$ cat config.mk
export PLATFORM = sky130hd
export DESIGN_NAME = first_fit_arena_allocator_top
export DESIGN_NICKNAME = d
export VERILOG_FILES = /design/src/design/ffaa_pkg.sv /design/src/design/first_fit_arena_allocator_top.sv /design/src/design/ffaa_table.sv
export SDC_FILE = /design/constraint.sdc
export NUM_CORES = 2
export LEC_CHECK = 0
export BUFFER_PORTS_ARGS = -buffer_cell sky130_fd_sc_hd__buf_2
export CAP_MARGIN = 40
export CORE_MARGIN = 2
export CORE_UTILIZATION = 62
export CTS_BUF_LIST = sky130_fd_sc_hd__clkbuf_8
export CTS_CLUSTER_SIZE = 20
export DETAILED_ROUTE_END_ITERATION = 10
export MAX_ROUTING_LAYER = met4
export PLACE_DENSITY_LB_ADDON = 0.12
export SLEW_MARGIN = 15
export SYNTH_ARGS = -nofsm -noshare
export SYNTH_HDL_FRONTEND = slang
export SYNTH_SLANG_ARGS = --single-unit
$ cat constraint.sdc
create_clock -name aclk -period 11.3 [get_ports aclk]
set_input_delay 1.13 -clock aclk [delete_from_list [all_inputs] [get_ports aclk]]
set_output_delay 1.13 -clock aclk [all_outputs]
set_load 0.005 [all_outputs]
$ cat src/design/ffaa_pkg.sv
// shared types, field widths, codes and parameter defaults of the arena allocator
`timescale 1ns / 1ps
`default_nettype none
package ffaa_pkg;

    localparam int KIND_W    = 1;
    localparam int REQ_W     = 21;
    localparam int OFF_W     = 20;
    localparam int STATUS_W  = 2;
    localparam int ARENA_W   = 21;

    localparam int DEF_MAX_CHUNKS      = 64;
    localparam int DEF_HEADER_BYTES    = 32;
    localparam int DEF_ARENA_ADDR_BITS = 20;

    localparam logic [KIND_W-1:0] KIND_ALLOC = 1'b0;
    localparam logic [KIND_W-1:0] KIND_FREE  = 1'b1;

    localparam logic [STATUS_W-1:0] ST_OK      = 2'd0;
    localparam logic [STATUS_W-1:0] ST_NOMEM   = 2'd1;
    localparam logic [STATUS_W-1:0] ST_UNINIT  = 2'd2;
    localparam logic [STATUS_W-1:0] ST_BADFREE = 2'd3;

    typedef struct packed {
        logic [KIND_W-1:0] kind;
        logic [REQ_W-1:0]  request_bytes;
        logic [OFF_W-1:0]  release_offset;
    } in_item_t;

    typedef struct packed {
        logic [OFF_W-1:0]    payload_offset;
        logic [STATUS_W-1:0] status;
    } out_item_t;

endpackage
`default_nettype wire

$ cat src/design/first_fit_arena_allocator_top.sv
// first-fit arena allocator with split on allocate and coalesce on free
//
//  channel   direction  handshake             payload
//  s_        in         s_valid / s_ready     in_item_t  (kind, request_bytes, release_offset)
//  m_        out        m_valid / m_ready     out_item_t (payload_offset, status)
//  cfg_      in         cfg_we (no wait)      cfg_wdata  (arena_bytes)
//
// one item at a time, s_ready only in idle; every table access goes through the single
// port pair of the chunk table, each entry visited is read, then evaluated or written
// allocate: scan entries, on a split move entries up and write the remainder, then load the result
// free: scan entries, walk back and forward over the free run, merge, compact the
// entries behind it, then load the result
// an uninitialized arena goes straight to loading its result; a result leaves
// through an output register, so the next transfer is taken while that result still waits
// reset is synchronous and needs no clearing pass: the table is rebuilt by every
// arena_bytes write, and entries past the chunk count are never read
`timescale 1ns / 1ps
`default_nettype none
module first_fit_arena_allocator_top
    import ffaa_pkg::*;
#(
    parameter int MAX_CHUNKS      = DEF_MAX_CHUNKS,
    parameter int HEADER_BYTES    = DEF_HEADER_BYTES,
    parameter int ARENA_ADDR_BITS = DEF_ARENA_ADDR_BITS
) (
    input  wire logic               aclk,
    input  wire logic               aresetn,
    input  wire logic               s_valid,
    output logic                    s_ready,
    input  wire in_item_t           s_data,
    output logic                    m_valid,
    input  wire logic               m_ready,
    output out_item_t               m_data,
    input  wire logic               cfg_we,
    input  wire logic [ARENA_W-1:0] cfg_wdata
);

    // chunk size width, position width, compare width
    localparam int SW   = ARENA_ADDR_BITS;
    localparam int PW   = ARENA_ADDR_BITS + 1;
    localparam int CW   = (PW > REQ_W) ? PW : REQ_W;
    localparam int IW   = $clog2(MAX_CHUNKS);
    localparam int CNTW = $clog2(MAX_CHUNKS + 1);
    localparam int EW   = SW + 1;

    localparam logic [CW-1:0]   HDR_C     = CW'(HEADER_BYTES);
    localparam logic [CNTW-1:0] CNT_MAX   = CNTW'(MAX_CHUNKS);
    localparam logic [CNTW-1:0] CNT_ONE   = CNTW'(1);
    localparam logic [32:0]     ARENA_LIM = 33'(1) << ARENA_ADDR_BITS;

    // sequencer states
    localparam logic [3:0] S_IDLE  = 4'd0;
    localparam logic [3:0] S_SC_RD = 4'd1;
    localparam logic [3:0] S_SC_EV = 4'd2;
    localparam logic [3:0] S_SH_RD = 4'd3;
    localparam logic [3:0] S_SH_WR = 4'd4;
    localparam logic [3:0] S_SPLIT = 4'd5;
    localparam logic [3:0] S_BK_RD = 4'd6;
    localparam logic [3:0] S_BK_EV = 4'd7;
    localparam logic [3:0] S_FW_RD = 4'd8;
    localparam logic [3:0] S_FW_EV = 4'd9;
    localparam logic [3:0] S_MERGE = 4'd10;
    localparam logic [3:0] S_CP_RD = 4'd11;
    localparam logic [3:0] S_CP_WR = 4'd12;
    localparam logic [3:0] S_DONE  = 4'd13;

    logic [3:0]          state_reg, state_next;
    logic [ARENA_W-1:0]  arena_reg, arena_next;
    logic [CNTW-1:0]     count_reg, count_next;
    logic [CNTW-1:0]     idx_reg, idx_next;     // scan index, shift target, walk index
    logic [CNTW-1:0]     s_reg, s_next;         // hit chunk, then start of free run
    logic [CNTW-1:0]     e_reg, e_next;         // end of free run
    logic [PW-1:0]       pos_reg, pos_next;     // header position of the scanned chunk
    logic [SW-1:0]       acc_reg, acc_next;     // split remainder or merged size
    logic [KIND_W-1:0]   kind_reg, kind_next;
    logic [REQ_W-1:0]    req_reg, req_next;
    logic [OFF_W-1:0]    off_reg, off_next;
    logic [OFF_W-1:0]    res_off_reg, res_off_next;
    logic [STATUS_W-1:0] res_st_reg, res_st_next;
    logic                m_valid_reg, m_valid_next;
    out_item_t           m_data_reg, m_data_next;

    // table port
    logic          ram_we, ram_re;
    logic [IW-1:0] ram_waddr, ram_raddr;
    logic [EW-1:0] ram_wdata, ram_rdata;

    logic          r_free;
    logic [SW-1:0] r_size;
    logic [CW-1:0] rest;
    logic [CW-1:0] hdr_pos;
    logic [CNTW-1:0] gap;
    logic [CNTW:0]   cp_src;
    logic [ARENA_W-1:0] cfg_sat;
    logic [CW-1:0]      cfg_size0;

    ffaa_table #(
        .DEPTH (MAX_CHUNKS),
        .WIDTH (EW)
    ) u_table (
        .aclk  (aclk),
        .we    (ram_we),
        .waddr (ram_waddr),
        .wdata (ram_wdata),
        .re    (ram_re),
        .raddr (ram_raddr),
        .rdata (ram_rdata)
    );

    assign r_free  = ram_rdata[SW];
    assign r_size  = ram_rdata[SW-1:0];
    assign rest    = CW'(r_size) - CW'(req_reg);
    assign hdr_pos = CW'(pos_reg) + HDR_C;
    assign gap     = e_reg - s_reg;
    assign cp_src  = {1'b0, idx_reg} + {1'b0, gap};

    // oversized arena saturates, a tiny one leaves a zero-size chunk
    assign cfg_sat   = (33'(cfg_wdata) > ARENA_LIM) ? ARENA_LIM[ARENA_W-1:0] : cfg_wdata;
    assign cfg_size0 = (CW'(cfg_sat) > HDR_C) ? (CW'(cfg_sat) - HDR_C) : '0;

    assign s_ready = (state_reg == S_IDLE);
    assign m_valid = m_valid_reg;
    assign m_data  = m_data_reg;

    always_comb begin
        state_next   = state_reg;
        arena_next   = arena_reg;
        count_next   = count_reg;
        idx_next     = idx_reg;
        s_next       = s_reg;
        e_next       = e_reg;
        pos_next     = pos_reg;
        acc_next     = acc_reg;
        kind_next    = kind_reg;
        req_next     = req_reg;
        off_next     = off_reg;
        res_off_next = res_off_reg;
        res_st_next  = res_st_reg;
        m_valid_next = m_valid_reg && !m_ready;
        m_data_next  = m_data_reg;
        ram_we       = 1'b0;
        ram_waddr    = '0;
        ram_wdata    = '0;
        ram_re       = 1'b0;
        ram_raddr    = '0;

        unique case (state_reg)
            S_IDLE: begin
                if (s_valid) begin
                    kind_next    = s_data.kind;
                    req_next     = s_data.request_bytes;
                    off_next     = s_data.release_offset;
                    idx_next     = '0;
                    pos_next     = '0;
                    res_off_next = '0;
                    if (arena_reg == '0) begin
                        res_st_next = ST_UNINIT;
                        state_next  = S_DONE;
                    end else begin
                        state_next = S_SC_RD;
                    end
                end
            end
            S_SC_RD: begin
                ram_re     = 1'b1;
                ram_raddr  = idx_reg[IW-1:0];
                state_next = S_SC_EV;
            end
            S_SC_EV: begin
                if (kind_reg == KIND_ALLOC && r_free && CW'(r_size) >= CW'(req_reg)) begin
                    ram_we       = 1'b1;
                    ram_waddr    = idx_reg[IW-1:0];
                    res_off_next = hdr_pos[OFF_W-1:0];
                    res_st_next  = ST_OK;
                    s_next       = idx_reg;
                    acc_next     = SW'(rest - HDR_C);
                    if (rest > HDR_C && count_reg < CNT_MAX) begin
                        ram_wdata  = {1'b0, SW'(req_reg)};
                        idx_next   = count_reg;
                        state_next = S_SH_RD;
                    end else begin
                        ram_wdata  = {1'b0, r_size};
                        state_next = S_DONE;
                    end
                end else if (kind_reg == KIND_FREE && hdr_pos == CW'(off_reg)) begin
                    ram_we      = 1'b1;
                    ram_waddr   = idx_reg[IW-1:0];
                    ram_wdata   = {1'b1, r_size};
                    res_st_next = ST_OK;
                    s_next      = idx_reg;
                    state_next  = S_BK_RD;
                end else begin
                    pos_next = PW'(hdr_pos + CW'(r_size));
                    idx_next = idx_reg + CNT_ONE;
                    if (idx_reg + CNT_ONE == count_reg) begin
                        res_st_next = (kind_reg == KIND_ALLOC) ? ST_NOMEM : ST_BADFREE;
                        state_next  = S_DONE;
                    end else begin
                        state_next = S_SC_RD;
                    end
                end
            end
            // open a slot after the hit chunk, moving entries up from the tail
            S_SH_RD: begin
                if (idx_reg > s_reg + CNT_ONE) begin
                    ram_re     = 1'b1;
                    ram_raddr  = IW'(idx_reg - CNT_ONE);
                    state_next = S_SH_WR;
                end else begin
                    state_next = S_SPLIT;
                end
            end
            S_SH_WR: begin
                ram_we     = 1'b1;
                ram_waddr  = idx_reg[IW-1:0];
                ram_wdata  = ram_rdata;
                idx_next   = idx_reg - CNT_ONE;
                state_next = S_SH_RD;
            end
            S_SPLIT: begin
                ram_we     = 1'b1;
                ram_waddr  = IW'(s_reg + CNT_ONE);
                ram_wdata  = {1'b1, acc_reg};
                count_next = count_reg + CNT_ONE;
                state_next = S_DONE;
            end
            // walk back to the start of the free run
            S_BK_RD: begin
                if (s_reg == '0) begin
                    idx_next   = s_reg;
                    acc_next   = '0;
                    state_next = S_FW_RD;
                end else begin
                    ram_re     = 1'b1;
                    ram_raddr  = IW'(s_reg - CNT_ONE);
                    state_next = S_BK_EV;
                end
            end
            S_BK_EV: begin
                if (r_free) begin
                    s_next     = s_reg - CNT_ONE;
                    state_next = S_BK_RD;
                end else begin
                    idx_next   = s_reg;
                    acc_next   = '0;
                    state_next = S_FW_RD;
                end
            end
            // walk forward summing the run
            S_FW_RD: begin
                if (idx_reg == count_reg) begin
                    state_next = S_MERGE;
                end else begin
                    ram_re     = 1'b1;
                    ram_raddr  = idx_reg[IW-1:0];
                    state_next = S_FW_EV;
                end
            end
            S_FW_EV: begin
                if (r_free) begin
                    acc_next   = (idx_reg == s_reg) ? r_size
                                                    : SW'(CW'(acc_reg) + HDR_C + CW'(r_size));
                    e_next     = idx_reg;
                    idx_next   = idx_reg + CNT_ONE;
                    state_next = S_FW_RD;
                end else begin
                    state_next = S_MERGE;
                end
            end
            S_MERGE: begin
                ram_we    = 1'b1;
                ram_waddr = s_reg[IW-1:0];
                ram_wdata = {1'b1, acc_reg};
                idx_next  = s_reg + CNT_ONE;
                state_next = (gap == '0) ? S_DONE : S_CP_RD;
            end
            // close the hole left by the merged entries
            S_CP_RD: begin
                if (cp_src >= {1'b0, count_reg}) begin
                    count_next = count_reg - gap;
                    state_next = S_DONE;
                end else begin
                    ram_re     = 1'b1;
                    ram_raddr  = cp_src[IW-1:0];
                    state_next = S_CP_WR;
                end
            end
            S_CP_WR: begin
                ram_we     = 1'b1;
                ram_waddr  = idx_reg[IW-1:0];
                ram_wdata  = ram_rdata;
                idx_next   = idx_reg + CNT_ONE;
                state_next = S_CP_RD;
            end
            S_DONE: begin
                if (!m_valid_reg || m_ready) begin
                    m_valid_next               = 1'b1;
                    m_data_next.payload_offset = res_off_reg;
                    m_data_next.status         = res_st_reg;
                    state_next                 = S_IDLE;
                end
            end
            default: begin
                state_next = S_IDLE;
            end
        endcase

        // arena write rebuilds the table as one free chunk
        if (cfg_we) begin
            arena_next = cfg_sat;
            count_next = CNT_ONE;
            ram_we     = 1'b1;
            ram_waddr  = '0;
            ram_wdata  = {1'b1, SW'(cfg_size0)};
        end
    end

    always_ff @(posedge aclk) begin
        if (!aresetn) begin
            state_reg   <= S_IDLE;
            arena_reg   <= '0;
            count_reg   <= CNT_ONE;
            m_valid_reg <= 1'b0;
        end else begin
            state_reg   <= state_next;
            arena_reg   <= arena_next;
            count_reg   <= count_next;
            m_valid_reg <= m_valid_next;
        end
    end

    always_ff @(posedge aclk) begin
        idx_reg     <= idx_next;
        s_reg       <= s_next;
        e_reg       <= e_next;
        pos_reg     <= pos_next;
        acc_reg     <= acc_next;
        kind_reg    <= kind_next;
        req_reg     <= req_next;
        off_reg     <= off_next;
        res_off_reg <= res_off_next;
        res_st_reg  <= res_st_next;
        m_data_reg  <= m_data_next;
    end

endmodule
`default_nettype wire

$ cat src/design/ffaa_table.sv
// chunk table memory: one write port, one read port with registered read data
`timescale 1ns / 1ps
`default_nettype none
module ffaa_table #(
    parameter int DEPTH = 64,
    parameter int WIDTH = 21
) (
    input  wire logic                     aclk,
    input  wire logic                     we,
    input  wire logic [$clog2(DEPTH)-1:0] waddr,
    input  wire logic [WIDTH-1:0]         wdata,
    input  wire logic                     re,
    input  wire logic [$clog2(DEPTH)-1:0] raddr,
    output logic      [WIDTH-1:0]         rdata
);

    logic [WIDTH-1:0] mem [DEPTH];

    always_ff @(posedge aclk) begin
        if (we) begin
            mem[waddr] <= wdata;
        end
    end

    always_ff @(posedge aclk) begin
        if (re) begin
            rdata <= mem[raddr];
        end
    end

endmodule
`default_nettype wire

==> flow_summary.yaml <==
timing:
  hold_viol_final: 0
  post-route-min-period_ns: 7.02
  slew_violations: 0
  grt_setup_unrepaired: "false"
  max_freq_mhz: 142
  fin_setup_tns_ns: 0
  skew_ns: 0.0724
  worst_slew_pin_slew_ns: 1.04
  setup_ws_ns: 4.28
  finalCritPeriodShare_pct: 62.2
  setup-violations-final: 0
  maxSlewHeadroom_pct: 30.3
  hold_slack_ns: 0.380
synthesis:
  ys_types: 94
  ys.flop_type: "edfxtp_1"
  synth.most_common_cell: "edfxtp_1"
  syn_area_um2: 66900
  yosys.area.top_type_share_pct: 67.9
  synth_top_area_cell: "edfxtp_1"
  syn_inst: 4683
  syn_nets: 4875
  ys_top_cells_by_count: "edfxtp_1, nand2_1, nand3_1"
  async_flop_share_pct: 0
  yosys_register_bits: 1546
  syn_area_per_cell_um2: 14.3
  seq_area_frac_synth_pct: 68.9
  ys_warn_count: 0
  synth_edf_count: 1513
  synthTopCellsByArea: "edfxtp_1, nand2_1, mux4_2"
setup_path:
  r2r-end: "u_table.rdata[18]$_DFFE_PP_"
  reg2regPathDepth: 21
  worstSetupPathType: "reg -> reg"
  cp-startpoint: "s_reg[0]$_DFFE_PP_"
  r2r_slack_ns: 4.28
  cp-end-kind: "flop"
  cp-start-kind: "flop"
  r2r_start: "s_reg[0]$_DFFE_PP_"
  arrival_ns: 7.67
  critPathRequiredTime_ns: 11.95
  worstPathMaxFanout: 55
global_route:
  grt_pass1_vias: 41500
  antenna_found_initial: 10
  overflow: 0
  grt_pass1_wl_um: 271000
  grt_usage_pct: 34.3
  grt_max_degree: 173
floorplanning:
  row_count: 120
  coreArea_um2: 107000
  die_area_um2: 111000
  fp.dieH_um: 333
  fp.dieW_um: 333
  initial_core_util_pct: 62.5
  ios: 92
clock_network:
  post_cts_buffers: 0
  hold_buffers: 0
  path_clk_slew_ns: 0.07
  htreeDepth: 4
  cts_resized: 0
  cts_buffer_depth: 3
  clock_latency_ns: 0.97
  clock_sinks: 1546
  cts_buffers: 235
  tritoncts: "done"
  clockRootBuffer: "clkbuf_8"
finish:
  largest_reg_flops: 1344
  area_growth_pct: 11.1
  drive_gt1_share_pct: 15.2
  final_cells: 6505
  nets: 5113
  multi_input_area_um2: 19900
  register_area_um2: 46100
  fillers: 7175
  utilization_pct: 69.5
detailed_routing:
  remaining_drc_errors: 0
  wl_um: 184000
  via_count: 43300
  routed_via_density: 6.65
  avgRoutedWirePerCell_um: 28.3
  first_pass_iters: 8
  final_antenna_net_count: 0
  drt_iter0_drc: 5690
placed_design:
  dp_hpwl_um: 110000
  finalWeightedCongestion: 0.939
  place_ws_ns: 4.41
  dpl.cell_count: 6084
  port_buffers: 91
hold_path:
  worstHoldEndpoint: "req_reg[4]$_DFFE_PP_"
  hold_path.class: "in -> reg"
  hold_depth: 1
  hp-start: "s_data[24]"
pwr:
  powerDensity_nw_per_um2: 241
  p_leak_uw: 0.0257
  ir_worst_vdd_v: 0.000187
status:
  status: "complete, no violations"
run:
  drv_cap: 0
## through the flow
| stage | area (um^2) | power, uW |
|---|---|---|
| floorplan | 66900 | 11500 |
| global placement | 69800 | 13600 |
| detailed placement | 70000 | 13700 |
| CTS | 74300 | 17800 |
| global route | 74400 | 18700 |
| finish | 74400 | 17900 |
## worst max-delay path, stage by stage, from the launching register on
cell and delay, ns:
edfxtp_1 0.57, ha_1 0.21, inv_1 0.06, fa_1 0.39
a21o_1 0.19, a21oi_1 0.23, o21bai_1 0.09, a21oi_1 0.18
xnor2_1 0.23, ha_1 0.33, xnor2_1 0.21, ha_1 0.27
nand2_1 0.08, o21ai_0 0.09, a211oi_1 0.26, and2_1 0.41
nand2_1 0.29, nand2_4 0.57, buf_4 0.77, mux4_2 0.41
a22oi_1 0.59, a211oi_1 0.17
## power by group
part	switching, uW	total, uW	internal [uW]
logic	4290	6520	2220
registers	324	7160	6830
clock network	2160	4220	2060
total	6780	17900	11100
## placed cells by master (no fill, tap or decap), types with 17 or more instances in the layout
cell,n
a21o_1,27
nand2b_1,22
nor2_1,138
xnor2_1,93
nand3_1,229
nor4_1,35
edfxtp_1,1513
o221ai_1,26
mux2i_1,196
a22oi_1,45
o21ai_4,20
a21oi_1,141
a211oi_1,38
clkinv_2,17
buf_2,93
a21boi_0,17
and3_1,17
a31oi_1,113
nor3_1,38
ha_1,118
dfxtp_1,33
or4_1,29
nor3_2,53
buf_4,142
inv_1,196
clkinv_1,61
nand4_1,20
o21ai_0,88
and2_1,22
mux4_2,107
a22o_1,21
a32oi_1,84
nor2b_1,29
clkbuf_8,238
nand2_1,662
o22ai_1,68
o21a_1,18
xor2_1,52
## kinds of logic after synthesis
logic type | synth area share [%]
flops | 68.9
simple gates | 9.35
compound gates | 8.56
buf+inv | 2.37
mux | 6.53
xor+xnor | 1.93
fa+ha+maj | 2.39
## cell type report
type | instances | share of cell area (%)
clock inverters | 177 | 1.32
multi-input cells | 2769 | 26.8
inverters | 114 | 0.575
diodes | 3 | 0.0101
well taps | 1403 | 2.36
flip-flops and latches | 1546 | 62.0
clock buffers | 238 | 4.41
repair buffers | 255 | 2.54
## worst max path at each step
stage / slack, ns / end / depth (start not counted)
floorplan: 5.10 / u_table.mem[0][0]$_DFFE_PP_ / 12
global placement: 4.36 / u_table.rdata[12]$_DFFE_PP_ / 23
detailed placement: 4.41 / u_table.rdata[12]$_DFFE_PP_ / 23
CTS: 4.35 / u_table.rdata[12]$_DFFE_PP_ / 23
global route: 3.83 / u_table.rdata[11]$_DFFE_PP_ / 22
finish: 4.28 / u_table.rdata[18]$_DFFE_PP_ / 21
## per-layer routing
layer,vias to the layer above,share of wire [%],GRT usage [%]
li1,18700,-,-
met1,21600,39,47.1
met2,2616,46,51.8
met3,346,11,6.68
met4,0,3.5,12.3
met5,-,0,-
Power figures use the tool's default switching activity.
